$ cat src/pem_pkg.sv
`default_nettype none

package pem_pkg;

    // Pixel and field widths
    localparam int PIX_W      = 8;
    localparam int WIDTH_CFG_W  = 11;
    localparam int HEIGHT_CFG_W = 12;
    localparam int CFG_DATA_W = 12;
    localparam int CFG_IDX_W  = 1;
    localparam int ROW_W      = 12;

    // Register indexes of the configuration port
    localparam logic [CFG_IDX_W-1:0] REG_IMAGE_WIDTH  = 1'd0;
    localparam logic [CFG_IDX_W-1:0] REG_IMAGE_HEIGHT = 1'd1;

    // Defaults and limits
    localparam int DEF_MAX_WIDTH = 1024;
    localparam int DEF_WIDTH     = 640;
    localparam int DEF_HEIGHT    = 480;
    localparam int MIN_DIM       = 3;

    // Arithmetic widths
    localparam int SUM_W  = 10;            // sum of three pixels
    localparam int GRAD_W = 11;            // signed gradient
    localparam int SQ_W   = 21;            // gx^2 + gy^2
    localparam int RAD_W  = 16;            // radicand after saturation
    localparam int ROOT_W = 8;

    localparam int SAT_LIMIT = 255;
    localparam logic [SQ_W-1:0] SAT_SQ = SQ_W'(SAT_LIMIT * SAT_LIMIT);

    typedef struct packed {
        logic center_valid;
        logic compute;
    } pem_tag_t;

endpackage

`default_nettype wire

$ cat src/pem_isqrt.sv
`default_nettype none

// Two-stage restoring square root: four root bits per stage.
module pem_isqrt
    import pem_pkg::*;
(
    input  wire logic              clk,
    input  wire logic              en,
    input  wire logic [RAD_W-1:0]  rad,
    output logic      [ROOT_W-1:0] root
);

    localparam int HALF_W = ROOT_W / 2;
    localparam int REM_W  = ROOT_W + 2;

    logic [HALF_W-1:0]  q_a_reg;
    logic [HALF_W:0]    r_a_reg;
    logic [RAD_W/2-1:0] lo_a_reg;

    logic [ROOT_W-1:0]  q_a_next;
    logic [REM_W-1:0]   r_a_next;
    logic [ROOT_W-1:0]  q_b_next;
    logic [REM_W-1:0]   r_b_next;

    // High half of the radicand
    always_comb
    begin
        logic [REM_W-1:0] r_sh;
        logic [REM_W-1:0] trial;
        q_a_next = '0;
        r_a_next = '0;
        for (int i = 0; i < HALF_W; i++)
        begin
            r_sh  = {r_a_next[REM_W-3:0], rad[RAD_W-1-2*i -: 2]};
            trial = {q_a_next, 2'b01};
            if (r_sh >= trial)
            begin
                r_a_next = r_sh - trial;
                q_a_next = {q_a_next[ROOT_W-2:0], 1'b1};
            end
            else
            begin
                r_a_next = r_sh;
                q_a_next = {q_a_next[ROOT_W-2:0], 1'b0};
            end
        end
    end

    // Low half, continuing from the stored partial root and remainder
    always_comb
    begin
        logic [REM_W-1:0] r_sh;
        logic [REM_W-1:0] trial;
        q_b_next = ROOT_W'(q_a_reg);
        r_b_next = REM_W'(r_a_reg);
        for (int i = 0; i < HALF_W; i++)
        begin
            r_sh  = {r_b_next[REM_W-3:0], lo_a_reg[RAD_W/2-1-2*i -: 2]};
            trial = {q_b_next, 2'b01};
            if (r_sh >= trial)
            begin
                r_b_next = r_sh - trial;
                q_b_next = {q_b_next[ROOT_W-2:0], 1'b1};
            end
            else
            begin
                r_b_next = r_sh;
                q_b_next = {q_b_next[ROOT_W-2:0], 1'b0};
            end
        end
    end

    always_ff @(posedge clk)
    begin
        if (en)
        begin
            q_a_reg  <= q_a_next[HALF_W-1:0];
            r_a_reg  <= r_a_next[HALF_W:0];
            lo_a_reg <= rad[RAD_W/2-1:0];
            root     <= q_b_next;
        end
    end

endmodule

`default_nettype wire

$ cat config.mk
export PLATFORM = sky130hd
export DESIGN_NAME = pem_isqrt
export DESIGN_NICKNAME = d
export VERILOG_FILES = /design/src/pem_pkg.sv /design/src/pem_isqrt.sv
export SDC_FILE = /design/constraint.sdc
export NUM_CORES = 1
export LEC_CHECK = 0
export ABC_AREA = 1
export CAP_MARGIN = 20
export CORE_ASPECT_RATIO = 0.5
export CORE_MARGIN = 1.5
export CORE_UTILIZATION = 55
export DETAILED_ROUTE_END_ITERATION = 6
export DONT_BUFFER_PORTS = 1
export PLACE_DENSITY = 0.7
export SKIP_CTS_REPAIR_TIMING = 1
export SYNTH_ARGS = -nofsm -noshare
export SYNTH_HDL_FRONTEND = slang
export SYNTH_SLANG_ARGS = --single-unit
$ cat constraint.sdc
create_clock -name clk -period 12.6 [get_ports clk]
set_input_delay 1.26 -clock clk [delete_from_list [all_inputs] [get_ports clk]]
set_output_delay 1.26 -clock clk [all_outputs]
set_load 0.05 [all_outputs]
* Word-level counts from Yosys, hierarchy flattened
Cells that the tools add are included.
** Word-level totals
- Bits in registers :: 25
- Word-level logic and storage cells :: 34
** Cells by class
- Add/subtract/negate cells :: 7
- Order comparisons :: 8
- Muxes and demuxes :: 15
** Operators by type and width (number)
- $mux W8 :: 6
- $ge A10 B3 Y1 :: 1
- $ge A10 B4 Y1 :: 1
- $ge A10 B5 Y1 :: 1
- $ge A10 B7 Y1 :: 1
- $ge A10 B8 Y1 :: 1
- $ge A10 B9 Y1 :: 1
- $mux W1 :: 8
- $sub A7 B6 Y8 :: 1
- $sub A8 B3 Y8 :: 1
- $sub A8 B4 Y8 :: 1
- $sub A8 B7 Y8 :: 1
- $sub A8 B8 Y8 :: 1
- $ge A7 B6 Y1 :: 1
- $mux W5 :: 1
- $sub A5 B5 Y5 :: 1
- $sub A2 B1 Y3 const B :: 1
- $ge A2 B1 Y1 const B :: 1

* Depth between registers and ports, before layout
Gate-level depths: netlist (run 1).
- Depth after elaboration :: 8
- Gate-level depth with buffers :: 38
- Gate-level depth less buffers :: 37

* Least setup slack after synthesis (run 1)
OpenSTA, ideal clock, no wires.
- Kind :: register to register
- From :: register r_a_reg[3]
- To :: register root[0], data pin
- Setup time :: 0.253 ns
- Data arrival time :: 4.913 ns
- Data required time :: 12.347 ns
- Slack :: 7.434 ns
- Cell stages (with the launch flop) :: 33
- Path buffers :: 1
- Clock period less this slack :: 5.166 ns
- Cell sequence :: edfxtp_1 -> ha_1 -> nand2_2 -> nor2_4 -> nand3_2 -> nand3_4 -> inv_4 -> o21ai_0 -> ha_1 -> a21oi_1 -> nor2_1 -> a211oi_1 -> nand2_1 -> nand2_1 -> nand2_4 -> inv_1 -> o21ai_0 -> ha_1 -> a21oi_1 -> nor2_1 -> a211oi_1 -> nand2_1 -> nand2_2 -> nand2_2 -> buf_6 -> o21ai_1 -> inv_1 -> ha_1 -> a21o_1 -> a21oi_1 -> nand2_1 -> nor2_1 -> nand2_1
** Between the ends
- Longest elaborated chain between the ends :: 8
- Elaborated cells between the ends (all ways) :: 14
- Those cells by class :: add/sub: 3; order compare: 4; mux: 7
** Ends and longest elaborated chain
- start: declaration :: RTL line pem_isqrt.sv:17 : logic [HALF_W:0] r_a_reg;
- start signal: assignment :: RTL line pem_isqrt.sv:78 : r_a_reg <= r_a_next[HALF_W:0];
- $ge A7 B6 Y1 :: RTL line pem_isqrt.sv:60 : if (r_sh >= trial)
- $mux W1 :: RTL line pem_isqrt.sv:60
- net q_b_next[3] :: RTL line pem_isqrt.sv:22 : logic [ROOT_W-1:0] q_b_next;
- $ge A10 B7 Y1 :: RTL line pem_isqrt.sv:60
- $mux W1 :: RTL line pem_isqrt.sv:60
- net q_b_next[2] :: RTL line pem_isqrt.sv:22
- $ge A10 B8 Y1 :: RTL line pem_isqrt.sv:60
- $mux W1 :: RTL line pem_isqrt.sv:60
- net q_b_next[1] :: RTL line pem_isqrt.sv:22
- $ge A10 B9 Y1 :: RTL line pem_isqrt.sv:60
- $mux W1 :: RTL line pem_isqrt.sv:60
- net q_b_next[0] :: RTL line pem_isqrt.sv:22
- end signal: assignment :: RTL line pem_isqrt.sv:80 : root <= q_b_next;
- end: declaration :: RTL line pem_isqrt.sv:10 : output logic [ROOT_W-1:0] root
The timed path passes the listed nets, and every way through them passes these cells.
A chain may end at the register's enable or synchronous reset.

* Worst setup path in the final report (run 1)
- From :: register q_a_reg[3]
- To :: register root[0], data pin
** Between the ends
- Longest elaborated chain between the ends :: 8
- Elaborated cells between the ends (all ways) :: 14
- Those cells by class :: add/sub: 3; order compare: 4; mux: 7
** Ends and longest elaborated chain
- start: declaration :: RTL line pem_isqrt.sv:16 : logic [HALF_W-1:0] q_a_reg;
- start signal: assignment :: RTL line pem_isqrt.sv:77 : q_a_reg <= q_a_next[HALF_W-1:0];
- $ge A7 B6 Y1 * :: RTL line pem_isqrt.sv:60
- $mux W1 * :: RTL line pem_isqrt.sv:60
- net q_b_next[3] :: RTL line pem_isqrt.sv:22
- $ge A10 B7 Y1 * :: RTL line pem_isqrt.sv:60
- $mux W1 * :: RTL line pem_isqrt.sv:60
- net q_b_next[2] :: RTL line pem_isqrt.sv:22
- $sub A8 B8 Y8 or $ge A10 B8 Y1 (tied branches) :: RTL line pem_isqrt.sv:62, pem_isqrt.sv:60
- $mux W8 or $mux W1 (tied branches) :: RTL line pem_isqrt.sv:60
- $ge A10 B9 Y1 * :: RTL line pem_isqrt.sv:60
- $mux W1 * :: RTL line pem_isqrt.sv:60
- net q_b_next[0] :: RTL line pem_isqrt.sv:22
The timed path passes the listed nets; every way through them passes the cells marked *.

==> impl_metrics.ini, run 1 <==
[outcome]
status = complete, no violations

[finish]
final_cells = 460
postLayoutCellArea_um2 = 3070
drive_above_1_share_pct = 13.1
area_growth_pct = 4.30
antennaDiodeCount = 0
finalNetCount = 450

[critical_path]
arrival_ps = 6080
rr_worst_depth = 34
crit_top_cell = nand2_1
crit_fanout = 11
worst_setup_path_end_kind = register
crit_type = register to register
slowest_delay_ps = 480
cp-start-kind = register
timing.rr.start = q_a_reg[3]
critPathSlowestCell = ha_1
r2r_setup_slack_ps = 6560
reg2reg_to = root[0]
required_ps = 12640

[drt]
ant_nets = 0
wl_per_cell_um = 14.6
firstDrtPassIters = 6
via_per_inst = 5.50
route.vias.total = 2531
finalWirelength_um = 6730
drc = 0
drt_iter0_drc = 179

[logic_synthesis]
netlist_area_um2 = 2940
ys_ff_latch = 25
synth_area_leaders = edfxtp_1, ha_1, nand2_1, inv_1, nand3_1
avgSynthCellArea_um2 = 7.60
yosysUniqueCellTypes = 39
synth_edf_count = 25
synthCells = 387
seq_area_frac_synth_pct = 25.5
synth_top_flop_cell = edfxtp_1
synthTopCellsByCount = nand2_1, inv_1, ha_1
synth_top_area_share_pct = 25.5
mappedNetlistNets = 446
async_flop_share_pct = 0
synth-warning-count = 0
yosysMostFrequentCell = nand2_1
yosysTopAreaCell = edfxtp_1

[global_route]
grt_overflow = 0
grt.total_usage_pct = 23.6
antenna_found_initial = 0
grt_pass1_vias = 2366
grt_pass1_wl_um = 10700
grt_max_degree = 26

[floorplan]
io_pins = 26
fp.coreArea_um2 = 5040
die_y_um = 54.7
die_w_um = 106
placementRows = 18
start_util_pct = 58.3
die-area_um2 = 5820

[sta]
setup_tns_ps = 0
finalClockSkew_ps = 3.29
tightest_slew_ps = 547
finalCriticalPeriod_ps = 6040
hold_violations = 0
period_share_pct = 47.9
finalMaxSlewViolations = 0
holdWs_ps = 462
setup_violations = 0
rsz0062_at_grt = no
fmax_mhz = 166
slew_headroom_pct = 63.6

[cts]
cts_inserted_buffers = 3
clkLatencyLatePin_ps = 270
path_clk_slew_ps = 100
cts_tree = yes
root_buffer = clkbuf_8
clkSinkCount = 25
cts_max_path_buffers = 2
h-tree-depth = 1

[placement]
io_buffers = 0
dp.cells = 456
dpl.hpwl_um = 5540
gp_congestion = 0.970
place_area_um2 = 3020

[worst_hold_path]
hp-class = register to register
min_path_cells = 0
min-delay-start = q_a_reg[0]
min_to = root[4]

[run]
cap_violations = 0
-- layer usage --
metal,track usage [%],share of wire (%),up-vias
met5,0,0,-
met4,4.95,1.8,0
met3,3.45,5.0,14
met2,43.3,47,72
met1,30.3,46,1156
li1,-,-,1289
-- worst max-delay path: cells and delay by family (launching register included) --
family / cells / cell delay (ps)
buffers and inverters: 4 / 570
DFF: 1 / 370
AOI/OAI and AO/OA: 9 / 1760
and+or+nand+nor: 17 / 1590
adders and majority gates: 4 / 1510
-- logic make-up after synthesis --
kind of cell             count (synthesis)  share of synthesized area, %
AO/OA/AOI/OAI                           54                          11.3
XOR/XNOR                                18                          5.87
adder cells (fa/ha/maj)                 41                          17.4
buffers and inverters                   60                          8.13
flip-flops                              25                          25.5
AND/OR/NAND/NOR                        189                          31.7
-- how the worst max path moves through the flow --
stage                     endpoint  startpoint  slack (ps)  cells after the start
final                      root[0]  q_a_reg[3]        6560                     34
after global placement     root[0]  q_a_reg[3]        6750                     35
after global routing       root[0]  q_a_reg[3]        5910                     35
after floorplan            root[0]  r_a_reg[3]        7430                     32
after detailed placement   root[0]  q_a_reg[3]        6620                     34
after CTS                  root[0]  q_a_reg[3]        6610                     34
-- placed cells by master (no fill, tap or decap), types with 8 or more instances in the layout --
cell / instances
nand2_1: 97
inv_1: 49
ha_1: 41
nand3_1: 30
edfxtp_1: 25
nor2_1: 23
o21ai_0: 21
a21oi_1: 13
nand2_2: 11
xnor2_1: 8
xor2_1: 8
-- metrics by stage --
stage / setup slack (ps) / util (%)
after floorplan: 7430 / -
after global placement: 6750 / 59.8
after detailed placement: 6620 / 59.8
after CTS: 6610 / 60.8
after global routing: 5910 / 60.8
final: 6560 / 60.8
-- cell type report --
type,instances,area [µm²]
Clock buffer,3,41.3
Clock inverter,1,8.76
Fill cell,483,1980
Inverter,59,228
Multi-Input combinational cell,302,1950
Sequential cell,25,751
Tap cell,70,87.6
Power of run 1 is left out: the tool's default activity adds up to more than one toggle a clock period on the data nets, which glitch-free logic cannot reach.
==> run 2: changes to the inputs <==
PLACE_DENSITY = 0.73   (was 0.7)
clock period = 5.2 ns   (was 12.6 ns; I/O delays follow)
==> run 2 against run 1 <==
Compared with the run above: setup slack got worse by 6300 ps; die area did not move; wire length rose by 12%; flip-flop and latch count did not move; hold slack got worse by 120 ps; clock skew rose by 1.0 ps; critical path depth fell by 1; non-clock buffer count rose by 43; via count rose by 7.5%; register-to-register slack got worse by 6300 ps; clock-buffer cell count rose by 1.
==> impl_metrics.ini, run 2 (same netlist as run 1, synthesis figures left out) <==
[outcome]
status = complete, no violations

[drt]
wl_per_cell_um = 15.0
route.vias.total = 2722
ant_nets = 0
drt_iter0_drc = 148
drc = 0
firstDrtPassIters = 4
via_per_inst = 5.40
finalWirelength_um = 7540

[cts]
root_buffer = clkbuf_8
clkSinkCount = 25
h-tree-depth = 1
path_clk_slew_ps = 80
cts_inserted_buffers = 3
clkLatencyLatePin_ps = 270
cts_max_path_buffers = 2
cts_tree = yes

[critical_path]
cp-start-kind = register
crit_fanout = 8
timing.rr.start = r_a_reg[1]
worst_setup_path_end_kind = register
critPathSlowestCell = edfxtp_1
rr_worst_depth = 33
crit_type = register to register
arrival_ps = 4940
reg2reg_to = root[0]
crit_top_cell = nand2_1
slowest_delay_ps = 490
crit_start = r_a_reg[1]
required_ps = 5230
r2r_setup_slack_ps = 290

[global_route]
antenna_found_initial = 0
grt_pass1_wl_um = 11200
grt_pass1_vias = 2513
grt.total_usage_pct = 24.9
grt_max_degree = 26
grt_overflow = 0

[placement]
io_buffers = 0
dpl.hpwl_um = 5820
gp_congestion = 0.978
place_worst_setup_slack_ps = -257

[floorplan]
start_util_pct = 58.3
placementRows = 18
die_w_um = 106
io_pins = 26
fp.coreArea_um2 = 5040
die_y_um = 54.7
die-area_um2 = 5820

[sta]
tightest_slew_ps = 485
finalWorstSetupSlack_ps = 291
setup_tns_ps = 0
finalMaxSlewViolations = 0
hold_violations = 0
slew_headroom_pct = 67.7
setup_violations = 0
finalClockSkew_ps = 4.32
fmax_mhz = 204
period_share_pct = 94.4
holdWs_ps = 342
finalCriticalPeriod_ps = 4910

[worst_hold_path]
min_path_cells = 0
hp-class = input pin to register
min-delay-start = rad[6]
min_to = lo_a_reg[6]

[finish]
finalNetCount = 494
seq_area_um2 = 751
fillerInstances = 392
drive_above_1_share_pct = 31.1
layout_commonest_cell = nand2_1
area_growth_pct = 24.1
multiInputGateArea_um2 = 2200
layout_common_cells = nand2_1, inv_1, buf_4
final_core_util_pct = 72.3
antennaDiodeCount = 0

[run]
cap_violations = 0
[run 2: cell types whose count changed in the layout (fill, tap and decap cells not counted), sizes merged]
cell / before / now
nand2: 113 / 114
buf: 0 / 43
clkbuf: 3 / 4
inv: 59 / 58
[run 2: metrics by stage]
step,area [µm²],std cells
2_1_floorplan,2940,387
3_3_place_gp,3260,489
3_5_place_dp,3260,489
4_1_cts,3310,493
5_1_grt,3650,504
6_report,3650,504
[run 2: routing by layer]
metal / wire length (µm) / global-route usage [%] / up-vias
li1: - / - / 1379
met1: 3260 / 29.1 / 1266
met2: 3880 / 50.6 / 60
met3: 271 / 2.98 / 17
met4: 134 / 5.63 / 0
met5: 0 / 0 / -
[run 2: worst max path at each step]
stage	slack (ps)	to	cells after the start
final	290	root[0]	33
after global routing	-50	root[0]	33
after CTS	-300	root[0]	35
after detailed placement	-260	root[0]	35
after global placement	100	root[0]	34
after floorplan	30	root[0]	32
[run 2: final cells by class]
cell class / instances / share of cell area, %
multi-input combinational: 303 / 60.3
tap: 70 / 2.40
inverter: 59 / 6.58
clock buffer: 4 / 1.23
timing repair buffer: 43 / 8.95
sequential: 25 / 20.6
[run 2: critical path, delay by kind of cell (launching register included)]
| kind | cells | cell delay [ps] |
|---|---|---|
| and+or+nand+nor | 17 | 1410 |
| DFF | 1 | 490 |
| AOI/OAI and AO/OA | 7 | 1050 |
| adders and majority gates | 4 | 1280 |
| buffers and inverters | 5 | 450 |
Power of run 2 is left out for the same reason.
==> run 3: changes to the inputs <==
CORE_UTILIZATION = 59   (was 55)
PLACE_DENSITY = 0.78   (was 0.73)
==> run 3 against run 2 <==
Compared with the run above: utilization increased by 7.3 points; final cell count increased by 1.2%; critical endpoint unchanged; design area increased by 0.27%; critical path depth increased by 1; clock-buffer cell count decreased by 1; hold slack got worse by 1.2 ps; sequential share of layout area decreased by 0.056 points; first-iteration DRC count decreased by 11%; fmax decreased by 1.2%; die area decreased by 6.5%; register-to-register slack got worse by 60 ps; largest cell class unchanged; non-clock buffer count increased by 11.
==> impl_metrics.ini, run 3 (same netlist as run 1, synthesis figures left out) <==
[critical_path]
critPathSlowestCell = edfxtp_1
slowest_delay_ps = 440
critical-path-top-delay-family = simple AND/OR/NAND/NOR gates
crit_top_cell = nand2_1
required_ps = 5230
critPathBufInv = 4
crit_type = register to register
crit_fanout = 9
arrival_ps = 5000
worst_setup_path_end_kind = register
r2r_setup_slack_ps = 230
cp-start-kind = register

[cts]
clkLatencyLatePin_ps = 270
clkSinkCount = 25
cts_tree = yes
cts_inserted_buffers = 3
h-tree-depth = 1
root_buffer = clkbuf_8
cts_max_path_buffers = 2
path_clk_slew_ps = 90

[finish]
layout_common_cells = nand2_1, buf_4, inv_1
area_growth_pct = 24.5
postLayoutCellArea_um2 = 3660
drive_above_1_share_pct = 31.1
finalNetCount = 504
antennaDiodeCount = 0
layout_commonest_cell = nand2_1

[placement]
gp_congestion = 0.996
io_buffers = 0
place_area_um2 = 3360
dpl.hpwl_um = 5920

[floorplan]
die_y_um = 52.9
io_pins = 26
start_util_pct = 64.0
placementRows = 17
fp.coreArea_um2 = 4590
die-area_um2 = 5440
die_w_um = 103

[run]
cap_violations = 0

[global_route]
grt_pass1_wl_um = 11400
grt_pass1_vias = 2648
grt_overflow = 0
antenna_found_initial = 0
grt.total_usage_pct = 27.4
grt_max_degree = 26

[sta]
hold_violations = 0
setup_tns_ps = 0
period_share_pct = 95.5
finalCriticalPeriod_ps = 4970
fmax_mhz = 201
finalClockSkew_ps = 5.77
finalMaxSlewViolations = 0
tightest_slew_ps = 479
setup_violations = 0
slew_headroom_pct = 68.2

[drt]
finalWirelength_um = 7510
ant_nets = 0
firstDrtPassIters = 5
wl_per_cell_um = 14.7
drt_iter0_drc = 132
route.vias.total = 2797
via_per_inst = 5.48
drc = 0

[outcome]
status = complete, no violations

[worst_hold_path]
hp-class = input pin to register
-- run 3: cell count changes in the layout (fill, tap and decap cells not counted), sizes merged --
| cell | change |
|---|---|
| nand2 | -1 |
| buf | +11 |
| clkinv | +1 |
| clkbuf | -1 |
-- run 3: layout make-up --
class                   instances  area [µm²]
inverters                      59         230
well taps                      66        82.6
flip-flops and latches         25         751
repair buffers                 54         409
clock inverters                 1        5.00
fillers                       314         935
clock buffers                   3        41.3
multi-input cells             302        2140
-- run 3: stage by stage --
stage | utilization, % | hold slack [ps] | std cells | worst slack [ps]
after floorplan | - | 426 | 387 | 34.1
after global placement | 73.1 | 438 | 498 | -47.8
after detailed placement | 73.1 | 441 | 498 | -129
after CTS | 74.1 | 337 | 502 | -176
after global routing | 79.7 | 328 | 510 | -122
final | 79.7 | 341 | 510 | 232
-- run 3: metal layers --
layer,GRT usage [%],up-vias,share of wire (%)
met5,0,-,0
met4,8.78,0,2.3
met3,3.83,17,5.4
met2,51.5,109,49
met1,32.8,1280,43
li1,-,1391,-
-- run 3: path summary, 6_finish.rpt --
| check | from | endpoint | depth (start not counted) |
|---|---|---|---|
| min reg2reg | q_a_reg[3] | root[7] | 0 |
| max reg2reg | r_a_reg[0] | root[0] | 34 |
| min | rad[7] | lo_a_reg[7] | 0 |
| max | r_a_reg[0] | root[0] | 34 |
Power of run 3 is left out for the same reason.
